### src/rtl/core/assert_macros.svh
// ----------------------------------------------------------------------------
// Assertion macros
// Shared concurrent assertion wrappers; compiled out when SYNTH is defined.
// ----------------------------------------------------------------------------
`ifndef ASSERT_MACROS_SVH
`define ASSERT_MACROS_SVH

`ifndef SYNTH

// Property must hold at every clock edge outside reset.
`define ASSERT_ON(lbl, clk, rst_n, prop) \
  lbl: assert property (@(posedge clk) disable iff (!rst_n) (prop)) \
    else $error("assertion failed");

// Condition must never be true outside reset.
`define ASSERT_NEVER(lbl, clk, rst_n, cond) \
  lbl: assert property (@(posedge clk) disable iff (!rst_n) !(cond)) \
    else $error("forbidden condition seen");

`else

`define ASSERT_ON(lbl, clk, rst_n, prop)
`define ASSERT_NEVER(lbl, clk, rst_n, cond)

`endif

`endif

### src/rtl/core/fba_pkg.sv
// ----------------------------------------------------------------------------
// Fit block allocator package
// Sequencer states, register map, mode and kind codes, fixed field widths.
// ----------------------------------------------------------------------------
package fba_pkg;

  // Fixed widths of the request and result fields
  localparam int unsigned SIZE_IN_W = 16;
  localparam int unsigned IDX_IN_W  = 3;
  localparam int unsigned SUM_W     = 19;
  localparam int unsigned MODE_W    = 2;
  localparam int unsigned PADDR_W   = 2;
  localparam int unsigned PDATA_W   = 32;

  // Register map (byte addresses)
  localparam logic [PADDR_W-1:0] REG_FIT_MODE = 2'd0;

  // Placement policies; the fourth code grants nothing
  localparam logic [MODE_W-1:0] MODE_FIRST = 2'd0;
  localparam logic [MODE_W-1:0] MODE_BEST  = 2'd1;
  localparam logic [MODE_W-1:0] MODE_WORST = 2'd2;

  // Request kinds
  localparam logic KIND_LOAD  = 1'b0;
  localparam logic KIND_ALLOC = 1'b1;

  typedef enum logic [2:0] {
    S_IDLE,
    S_LOAD_WR,
    S_SCAN,
    S_ALLOC_WR,
    S_RESULT
  } fba_state_e;

endpackage

### src/rtl/core/fba_block_store.sv
// ----------------------------------------------------------------------------
// Fit block allocator block store
// Free-size and capacity memories with per-entry valid bits, one write port
// and one registered read port; unwritten entries read as zero.
// ----------------------------------------------------------------------------
module fba_block_store #(
  parameter int unsigned NUM_BLOCKS = 8,
  parameter int unsigned SIZE_BITS  = 16,
  localparam int unsigned IDX_W     = (NUM_BLOCKS > 1) ? $clog2(NUM_BLOCKS) : 1
) (
  input  logic                 clk_i,
  input  logic                 rst_ni,
  input  logic [IDX_W-1:0]     rd_addr_i,
  output logic [SIZE_BITS-1:0] rd_free_o,
  output logic [SIZE_BITS-1:0] rd_cap_o,
  input  logic                 wr_en_i,
  input  logic                 wr_cap_i,
  input  logic [IDX_W-1:0]     wr_addr_i,
  input  logic [SIZE_BITS-1:0] wr_free_i,
  input  logic [SIZE_BITS-1:0] wr_cap_data_i
);

  logic [SIZE_BITS-1:0]  free_mem [NUM_BLOCKS];
  logic [SIZE_BITS-1:0]  cap_mem  [NUM_BLOCKS];
  logic [NUM_BLOCKS-1:0] free_vld_q;
  logic [NUM_BLOCKS-1:0] cap_vld_q;
  logic [SIZE_BITS-1:0]  rd_free_q;
  logic [SIZE_BITS-1:0]  rd_cap_q;
  logic                  rd_free_vld_q;
  logic                  rd_cap_vld_q;

  always_ff @(posedge clk_i) begin
    if (wr_en_i) begin
      free_mem[wr_addr_i] <= wr_free_i;
    end
    if (wr_en_i && wr_cap_i) begin
      cap_mem[wr_addr_i] <= wr_cap_data_i;
    end
    rd_free_q <= free_mem[rd_addr_i];
    rd_cap_q  <= cap_mem[rd_addr_i];
  end

  always_ff @(posedge clk_i or negedge rst_ni) begin
    if (!rst_ni) begin
      free_vld_q    <= '0;
      cap_vld_q     <= '0;
      rd_free_vld_q <= 1'b0;
      rd_cap_vld_q  <= 1'b0;
    end else begin
      if (wr_en_i) begin
        free_vld_q[wr_addr_i] <= 1'b1;
      end
      if (wr_en_i && wr_cap_i) begin
        cap_vld_q[wr_addr_i] <= 1'b1;
      end
      rd_free_vld_q <= free_vld_q[rd_addr_i];
      rd_cap_vld_q  <= cap_vld_q[rd_addr_i];
    end
  end

  // Mask entries never written since reset
  assign rd_free_o = rd_free_vld_q ? rd_free_q : '0;
  assign rd_cap_o  = rd_cap_vld_q  ? rd_cap_q  : '0;

endmodule

### src/rtl/core/fit_block_allocator.sv
// ----------------------------------------------------------------------------
// Fit block allocator
// Block table with first, best and worst fit placement; reports grant, the
// chosen block and running free and capacity totals for every request.
// ----------------------------------------------------------------------------
//
//  Channel   Handshake                    Payload
//  --------  ---------------------------  ---------------------------------
//  request   in_valid_i / in_stall_o      kind_i, block_index_i, size_i
//  result    out_valid_o / out_stall_i    granted_o, chosen_block_o,
//                                         free_total_o, capacity_total_o
//  config    psel, penable, pwrite ...    fit_mode at byte address 0
//
//  A load passes through the load-write and result states before the next
//  acceptance; an allocation passes through the scan, allocation-write and
//  result states; the scan reads one block per cycle through the single
//  read port of the free-size store and feeds one shared fit comparator.
//  Reset clears the totals, the mode and the per-entry valid bits of the
//  store at once; there is no clearing pass.
//  A stalled result holds in the output register; the next request is
//  accepted meanwhile and completes once that result has been taken.
//
module fit_block_allocator #(
  parameter int unsigned NUM_BLOCKS = 8,
  parameter int unsigned SIZE_BITS  = 16
) (
  input  logic                          clk_i,
  input  logic                          rst_ni,
  // Request channel
  input  logic                          in_valid_i,
  output logic                          in_stall_o,
  input  logic                          kind_i,
  input  logic [fba_pkg::IDX_IN_W-1:0]  block_index_i,
  input  logic [fba_pkg::SIZE_IN_W-1:0] size_i,
  // Result channel
  output logic                          out_valid_o,
  input  logic                          out_stall_i,
  output logic                          granted_o,
  output logic [fba_pkg::IDX_IN_W-1:0]  chosen_block_o,
  output logic [fba_pkg::SUM_W-1:0]     free_total_o,
  output logic [fba_pkg::SUM_W-1:0]     capacity_total_o,
  // Configuration port
  input  logic                          psel,
  input  logic                          penable,
  input  logic                          pwrite,
  input  logic [fba_pkg::PADDR_W-1:0]   paddr,
  input  logic [fba_pkg::PDATA_W-1:0]   pwdata,
  output logic [fba_pkg::PDATA_W-1:0]   prdata,
  output logic                          pready
);

  import fba_pkg::*;

  `include "assert_macros.svh"

  localparam int unsigned IDX_W = (NUM_BLOCKS > 1) ? $clog2(NUM_BLOCKS) : 1;
  localparam int unsigned CNT_W = $clog2(NUM_BLOCKS + 1);
  localparam logic [CNT_W-1:0] SCAN_END = CNT_W'(NUM_BLOCKS);

  fba_state_e state_q, state_d;

  // Control state
  logic [MODE_W-1:0]   mode_q;
  logic [SUM_W-1:0]    free_sum_q;
  logic [SUM_W-1:0]    cap_sum_q;
  logic                found_q;
  logic                grant_q;
  logic [CNT_W-1:0]    scan_q;
  logic                out_valid_q;

  // Payload registers
  logic [SIZE_BITS-1:0] req_q;
  logic [IDX_W-1:0]     idx_q;
  logic [IDX_IN_W-1:0]  chosen_q;
  logic [IDX_W-1:0]     best_q;
  logic [SIZE_BITS-1:0] bval_q;
  logic                 out_granted_q;
  logic [IDX_IN_W-1:0]  out_chosen_q;
  logic [SUM_W-1:0]     out_free_q;
  logic [SUM_W-1:0]     out_cap_q;

  // Store interface
  logic [IDX_W-1:0]     rd_addr;
  logic [SIZE_BITS-1:0] rd_free;
  logic [SIZE_BITS-1:0] rd_cap;
  logic                 wr_en;
  logic                 wr_cap;
  logic [IDX_W-1:0]     wr_addr;
  logic [SIZE_BITS-1:0] wr_free;

  logic                 accept;
  logic                 load_ok;
  logic                 mode_ok;
  logic                 result_fire;
  logic                 cfg_we;
  logic [IDX_W-1:0]     cmp_idx;
  logic                 fits;
  logic                 take;

  // --------------------------------------------------------------------------
  // Configuration port: always ready, mode register at address 0
  // --------------------------------------------------------------------------
  assign pready = 1'b1;
  assign cfg_we = psel && penable && pwrite && (paddr == REG_FIT_MODE);
  assign prdata = (paddr == REG_FIT_MODE) ? PDATA_W'(mode_q) : '0;

  // --------------------------------------------------------------------------
  // Request decode
  // --------------------------------------------------------------------------
  assign accept  = in_valid_i && !in_stall_o;
  assign load_ok = (32'(block_index_i) < NUM_BLOCKS);
  assign mode_ok = (mode_q == MODE_FIRST) || (mode_q == MODE_BEST) ||
                   (mode_q == MODE_WORST);
  assign result_fire = (state_q == S_RESULT) && (!out_valid_q || !out_stall_i);

  // --------------------------------------------------------------------------
  // Shared fit comparator: the block read last cycle against the request
  // and against the best candidate so far
  // --------------------------------------------------------------------------
  assign cmp_idx = IDX_W'(scan_q - CNT_W'(1));
  assign fits    = (req_q <= rd_free);
  always_comb begin
    take = 1'b0;
    if ((state_q == S_SCAN) && (scan_q != '0) && fits) begin
      priority if (!found_q) begin
        take = 1'b1;
      end else if (mode_q == MODE_BEST) begin
        take = (rd_free <= bval_q);
      end else if (mode_q == MODE_WORST) begin
        take = (rd_free >= bval_q);
      end else begin
        take = 1'b0;
      end
    end
  end

  // --------------------------------------------------------------------------
  // Sequencer: next state
  // --------------------------------------------------------------------------
  always_comb begin
    state_d = state_q;
    unique case (state_q)
      S_IDLE: begin
        if (accept) begin
          if (kind_i == KIND_LOAD) begin
            state_d = load_ok ? S_LOAD_WR : S_RESULT;
          end else begin
            state_d = mode_ok ? S_SCAN : S_RESULT;
          end
        end
      end
      S_LOAD_WR:  state_d = S_RESULT;
      S_SCAN: begin
        if (scan_q == SCAN_END) begin
          state_d = S_ALLOC_WR;
        end
      end
      S_ALLOC_WR: state_d = S_RESULT;
      S_RESULT: begin
        if (result_fire) begin
          state_d = S_IDLE;
        end
      end
      default:    state_d = S_IDLE;
    endcase
  end

  // --------------------------------------------------------------------------
  // Sequencer: outputs toward the store and the request channel
  // --------------------------------------------------------------------------
  always_comb begin
    in_stall_o = 1'b1;
    rd_addr    = '0;
    wr_en      = 1'b0;
    wr_cap     = 1'b0;
    wr_addr    = idx_q;
    wr_free    = req_q;
    unique case (state_q)
      S_IDLE: begin
        in_stall_o = 1'b0;
        // Fetch the old sizes of the load target right at acceptance
        rd_addr    = IDX_W'(block_index_i);
      end
      S_LOAD_WR: begin
        wr_en  = 1'b1;
        wr_cap = 1'b1;
      end
      S_SCAN: begin
        if (scan_q < SCAN_END) begin
          rd_addr = scan_q[IDX_W-1:0];
        end
      end
      S_ALLOC_WR: begin
        wr_en   = found_q;
        wr_addr = best_q;
        wr_free = bval_q - req_q;
      end
      S_RESULT: begin
        in_stall_o = 1'b1;
      end
      default: begin
        in_stall_o = 1'b1;
      end
    endcase
  end

  // --------------------------------------------------------------------------
  // Control registers
  // --------------------------------------------------------------------------
  always_ff @(posedge clk_i or negedge rst_ni) begin
    if (!rst_ni) begin
      state_q     <= S_IDLE;
      mode_q      <= MODE_FIRST;
      free_sum_q  <= '0;
      cap_sum_q   <= '0;
      found_q     <= 1'b0;
      grant_q     <= 1'b0;
      scan_q      <= '0;
      out_valid_q <= 1'b0;
    end else begin
      state_q <= state_d;
      if (cfg_we) begin
        mode_q <= pwdata[MODE_W-1:0];
      end
      if (accept) begin
        found_q <= 1'b0;
        grant_q <= 1'b0;
        scan_q  <= '0;
      end
      if (state_q == S_SCAN) begin
        scan_q <= scan_q + CNT_W'(1);
        if (take) begin
          found_q <= 1'b1;
        end
      end
      // Replace the old sizes in both totals
      if (state_q == S_LOAD_WR) begin
        free_sum_q <= free_sum_q - SUM_W'(rd_free) + SUM_W'(req_q);
        cap_sum_q  <= cap_sum_q - SUM_W'(rd_cap) + SUM_W'(req_q);
        grant_q    <= 1'b1;
      end
      if ((state_q == S_ALLOC_WR) && found_q) begin
        free_sum_q <= free_sum_q - SUM_W'(req_q);
        grant_q    <= 1'b1;
      end
      // Hold the result until the receiver takes it
      if (result_fire) begin
        out_valid_q <= 1'b1;
      end else if (!out_stall_i) begin
        out_valid_q <= 1'b0;
      end
    end
  end

  // --------------------------------------------------------------------------
  // Payload registers
  // --------------------------------------------------------------------------
  always_ff @(posedge clk_i) begin
    if (accept) begin
      req_q    <= SIZE_BITS'(size_i);
      idx_q    <= IDX_W'(block_index_i);
      chosen_q <= block_index_i;
    end
    if (take) begin
      best_q <= cmp_idx;
      bval_q <= rd_free;
    end
    if (state_q == S_ALLOC_WR) begin
      chosen_q <= IDX_IN_W'(best_q);
    end
    if (result_fire) begin
      out_granted_q <= grant_q;
      out_chosen_q  <= grant_q ? chosen_q : '0;
      out_free_q    <= free_sum_q;
      out_cap_q     <= cap_sum_q;
    end
  end

  assign out_valid_o      = out_valid_q;
  assign granted_o        = out_granted_q;
  assign chosen_block_o   = out_chosen_q;
  assign free_total_o     = out_free_q;
  assign capacity_total_o = out_cap_q;

  // --------------------------------------------------------------------------
  // Block store
  // --------------------------------------------------------------------------
  fba_block_store #(
    .NUM_BLOCKS (NUM_BLOCKS),
    .SIZE_BITS  (SIZE_BITS)
  ) u_store (
    .clk_i         (clk_i),
    .rst_ni        (rst_ni),
    .rd_addr_i     (rd_addr),
    .rd_free_o     (rd_free),
    .rd_cap_o      (rd_cap),
    .wr_en_i       (wr_en),
    .wr_cap_i      (wr_cap),
    .wr_addr_i     (wr_addr),
    .wr_free_i     (wr_free),
    .wr_cap_data_i (req_q)
  );

  // --------------------------------------------------------------------------
  // Assertions
  // --------------------------------------------------------------------------
  `ASSERT_ON(a_accept_leaves_idle, clk_i, rst_ni, accept |=> (state_q != S_IDLE))
  `ASSERT_ON(a_result_from_seq, clk_i, rst_ni, $rose(out_valid_o) |-> $past(state_q == S_RESULT))
  `ASSERT_ON(a_scan_keeps_totals, clk_i, rst_ni, (state_q == S_SCAN) |=> $stable(free_sum_q))
  `ASSERT_ON(a_denied_block_zero, clk_i, rst_ni, (out_valid_o && !granted_o) |-> (chosen_block_o == '0))
  `ASSERT_NEVER(a_scan_in_range, clk_i, rst_ni, (state_q == S_SCAN) && (scan_q > SCAN_END))

endmodule
### config.mk
export PLATFORM = sky130hd
export DESIGN_NAME = fit_block_allocator
export DESIGN_NICKNAME = d
export VERILOG_FILES = /design/src/rtl/core/fba_pkg.sv /design/src/rtl/core/fba_block_store.sv /design/src/rtl/core/fit_block_allocator.sv
export VERILOG_INCLUDE_DIRS = /design/src /design/src/rtl/core
export SDC_FILE = /design/constraint.sdc
export NUM_CORES = 1
export LEC_CHECK = 0
export ABC_AREA = 1
export BUFFER_PORTS_ARGS = -buffer_cell sky130_fd_sc_hd__buf_2
export CAP_MARGIN = 10
export CORE_MARGIN = 4
export CORE_UTILIZATION = 60
export DETAILED_ROUTE_END_ITERATION = 7
export HOLD_SLACK_MARGIN = 0.12
export PLACE_DENSITY = 0.77
export SLEW_MARGIN = 10
export SYNTH_ARGS = -nofsm -noshare
export SYNTH_HDL_FRONTEND = slang
export SYNTH_HIERARCHICAL = 1
export SYNTH_SLANG_ARGS = --single-unit
### constraint.sdc
create_clock -name clk_i -period 3.96 [get_ports clk_i]
set_input_delay 0.396 -clock clk_i [delete_from_list [all_inputs] [get_ports clk_i]]
set_output_delay 0.396 -clock clk_i [all_outputs]
set_load 0.01 [all_outputs]
==> flow_summary_export.csv <==
group,metric,value,unit
setup_path,cp_max_fo,19,
cells_and_area,seqCellArea,12520,um2
placed_design,hpwl,39270,um
placed_design,dp_slack,0.8498,ns
drt,vias,18035,
timing,tns,0,ns
clocking,cts_max_level,2,
synthesis,synth.avg_cell_area,8.667,um2
setup_path,endpoint_kind,"flop",
cells_and_area,syn_to_final_growth,11.13,%
drt,dr.pass1.iters,5,
synthesis,ys_seq_area_share,52.62,%
synthesis,synth_xor_area_share,1.104,%
run,max_cap_violations,0,
drt,routed-wl-met3,3578,um
timing,clock.fmax,0.3084,GHz
clocking,clock_latency,0.59,ns
clocking,cts_tree,"done",
clocking,post_cts_buffers,0,
synthesis,ys_types,50,
cells_and_area,layout_common_cells,"nand2_1, inv_1, edfxtp_1",
drt,final_antenna_net_count,0,
global_route,overflow,0,
synthesis,synth_mux_area_share,0,%
floorplan,core,38920,um2
floorplan,ioPinCount,138,
synthesis,synthCells,2746,
status,status,"finished clean",
cells_and_area,drive_above_1_share,7.433,%
cells_and_area,finalNetCount,3067,
pwr,ir_drop,0.8139,mV
synthesis,async_flop_share,15.49,%
timing,relSlewSlack,30.32,%
synthesis,synthAdderAreaFrac,8.275,%
cells_and_area,multi_input_area,8665,um2
clocking,cts-resized-gates,0,
synthesis,synth_top_family_by_area,"simple AND/OR/NAND/NOR gates",
drt,drtIter0Drc,1420,
min_path,min_path_type,"input port to flop",
placed_design,place.gp.congestion,0.8951,
floorplan,chipHeight,207.2,um
synthesis,yosysWarnings,6,
timing,finalSetupViolations,0,
synthesis,synth_ff_type,"edfxtp_1",
clocking,clock_sinks,439,
global_route,grt_pass1_wl,92290,um
pwr,p_leak,13.07,nW
setup_path,worstPathArrival,3.44,ns
drt,drc,0,
timing,fin_skew,0.02728,ns
synthesis,ys_ff_latch,439,
global_route,track_usage,26.93,%
drt,wl_met2,28430,um
clocking,numCtsBuffers,45,
cells_and_area,fill_cells,3001,
drt,wire_per_inst,17.03,um
clocking,path_clk_slew,0.06,ns
setup_path,worstSetupStartpointType,"flop",
timing,slew_violations,0,
floorplan,num_rows,72,
floorplan,die_w,207.2,um
timing,final.setup.worst_slack,0.7176,ns
setup_path,rrSetupSlack,0.72,ns
setup_path,cp.required,4.16,ns
drt,routed.top_layer,"met4",
timing,hold_slack,0.1664,ns
global_route,grt_max_degree,137,
timing,fin_crit_sh,81.88,%
drt,drt_wl_total,58310,um
synthesis,synth_compound_area_share,4.527,%
clocking,root_buffer,"clkbuf_16",
timing,tightestPinTransition,1.034,ns
timing,hold_violations,0,
synthesis,synth-edff-count,339,
floorplan,initial_core_util,61.15,%
synthesis,yosys.area_share.simple,21.73,%
clocking,clock_tree.buffer_depth,3,
drt,vias_per_cell,5.267,
timing,period_needed,3.242,ns
floorplan,die-area,42920,um2
placed_design,io_buffers,76,
cells_and_area,layout_commonest_cell,"nand2_1",
pwr,powerDensity,846.7,nW/um2
synthesis,syn_area,23800,um2
drt,wl_met1,24380,um
global_route,grt_pass1_vias,17905,
timing,rsz0062_at_grt,"no",
cells_and_area,diodes,0,
setup_path,crit_type,"flop to flop",
global_route,antenna_found_initial,1,
cells_and_area,final_util,67.96,%
==> cell families after synthesis <==
| group | Yosys count |
|---|---|
| fa+ha+maj | 137 |
| buf+inv | 686 |
| compound gates | 194 |
| flops | 439 |
| simple gates | 1258 |
| xor+xnor | 30 |
| other cells | 2 |
==> layer usage <==
layer / global-route usage (%) / vias to the layer above
met5: 0 / -
met4: 9.941 / 0
met3: 3.192 / 126
met2: 46.70 / 619
met1: 35.19 / 8481
li1: - / 8809
==> repair_timing <==
item | CTS | global route
hold buffers | 24 | 0
setup endpoints to repair | 0 | 0
hold endpoints to repair | 91 | 0
==> registers in the layout, summed over array words and instances, names as in the netlist, 2 cells and up <==
signal	flops
best_q	3
bval_q	16
cap_sum_q	19
capacity_total_o	19
chosen_block_o	3
chosen_q	3
free_sum_q	19
free_total_o	19
idx_q	3
mode_q	2
req_q	16
scan_q	4
state_q	3
u_store/cap_mem	128
u_store/cap_vld_q	8
u_store/free_mem	128
u_store/free_vld_q	8
u_store/rd_cap_q	16
u_store/rd_free_q	16
==> through the flow <==
step           total power [W]  instance area (um2)  cells
3_5_place_dp           0.01817                24810   3316
4_1_cts                0.02233                26450   3424
3_3_place_gp           0.01783                24810   3316
2_1_floorplan          0.01521                23910   2775
6_report               0.02239                26450   3424
5_1_grt                0.02442                26450   3424
==> worst paths after layout <==
check,from,endpoint,cells past startpoint
max,u_store/rd_free_vld_q,bval_q[0],10
min in group asynchronous,rst_ni,found_q,2
min,pwrite,mode_q[1],3
max reg2reg,u_store/rd_free_vld_q,bval_q[0],10
min reg2reg,cap_sum_q[2],capacity_total_o[2],0
max in group asynchronous,rst_ni,u_store/free_vld_q[2],2
==> cells in the mapped netlist (3+ instances only) <==
master    count  area share [%]
nand2_1     865              14
inv_1       577             9.1
edfxtp_1    339              43
nand3_1     237             5.0
nor2_1      107             1.7
ha_1        103             5.4
a21oi_1      78             1.6
o21ai_0      76             1.6
dfrtp_1      68             7.1
buf_4        40             1.3
fa_1         34             2.9
dfxtp_1      32             2.7
buf_2        29            0.61
clkbuf_1     27            0.43
xor2_1       18            0.66
nor3_1       13            0.27
xnor2_1      12            0.44
nand4_1       8            0.21
inv_2         7            0.11
nand3b_1      7            0.22
a31oi_1       6            0.16
o21bai_1      6            0.19
or2_2         6            0.16
a21o_1        5            0.16
nand3_2       4            0.17
o21a_1        4            0.13
nor2_4        3            0.14
o21ai_2       3            0.11
o22ai_1       3           0.079
o32ai_1       3            0.11
==> critical path: stages (launching register included) <==
cell,delay [ns]
dfrtp_1,0.68
nand2_1,0.17
inv_1,0.19
inv_1,0.06
ha_1,0.29
nand4_1,0.10
nor3_1,0.35
nand2_1,0.12
a21oi_1,0.18
nand2_1,0.09
inv_1,0.61
==> report_power, final <==
group	internal [W]	leakage (nW)	switching [W]
registers	0.00607	4.18	0.000520
logic	0.00395	8.22	0.00780
clock network	0.00231	0.675	0.00175
==> layout make-up <==
class | instances | area share, %
Inverter | 585 | 8.307
Sequential cell | 439 | 47.35
Clock inverter | 17 | 0.5914
Multi-Input combinational cell | 1650 | 32.76
Clock buffer | 67 | 4.684
Tap cell | 518 | 2.451
Timing Repair Buffer | 148 | 3.860
No activity file was read; power rests on OpenSTA's default activity.
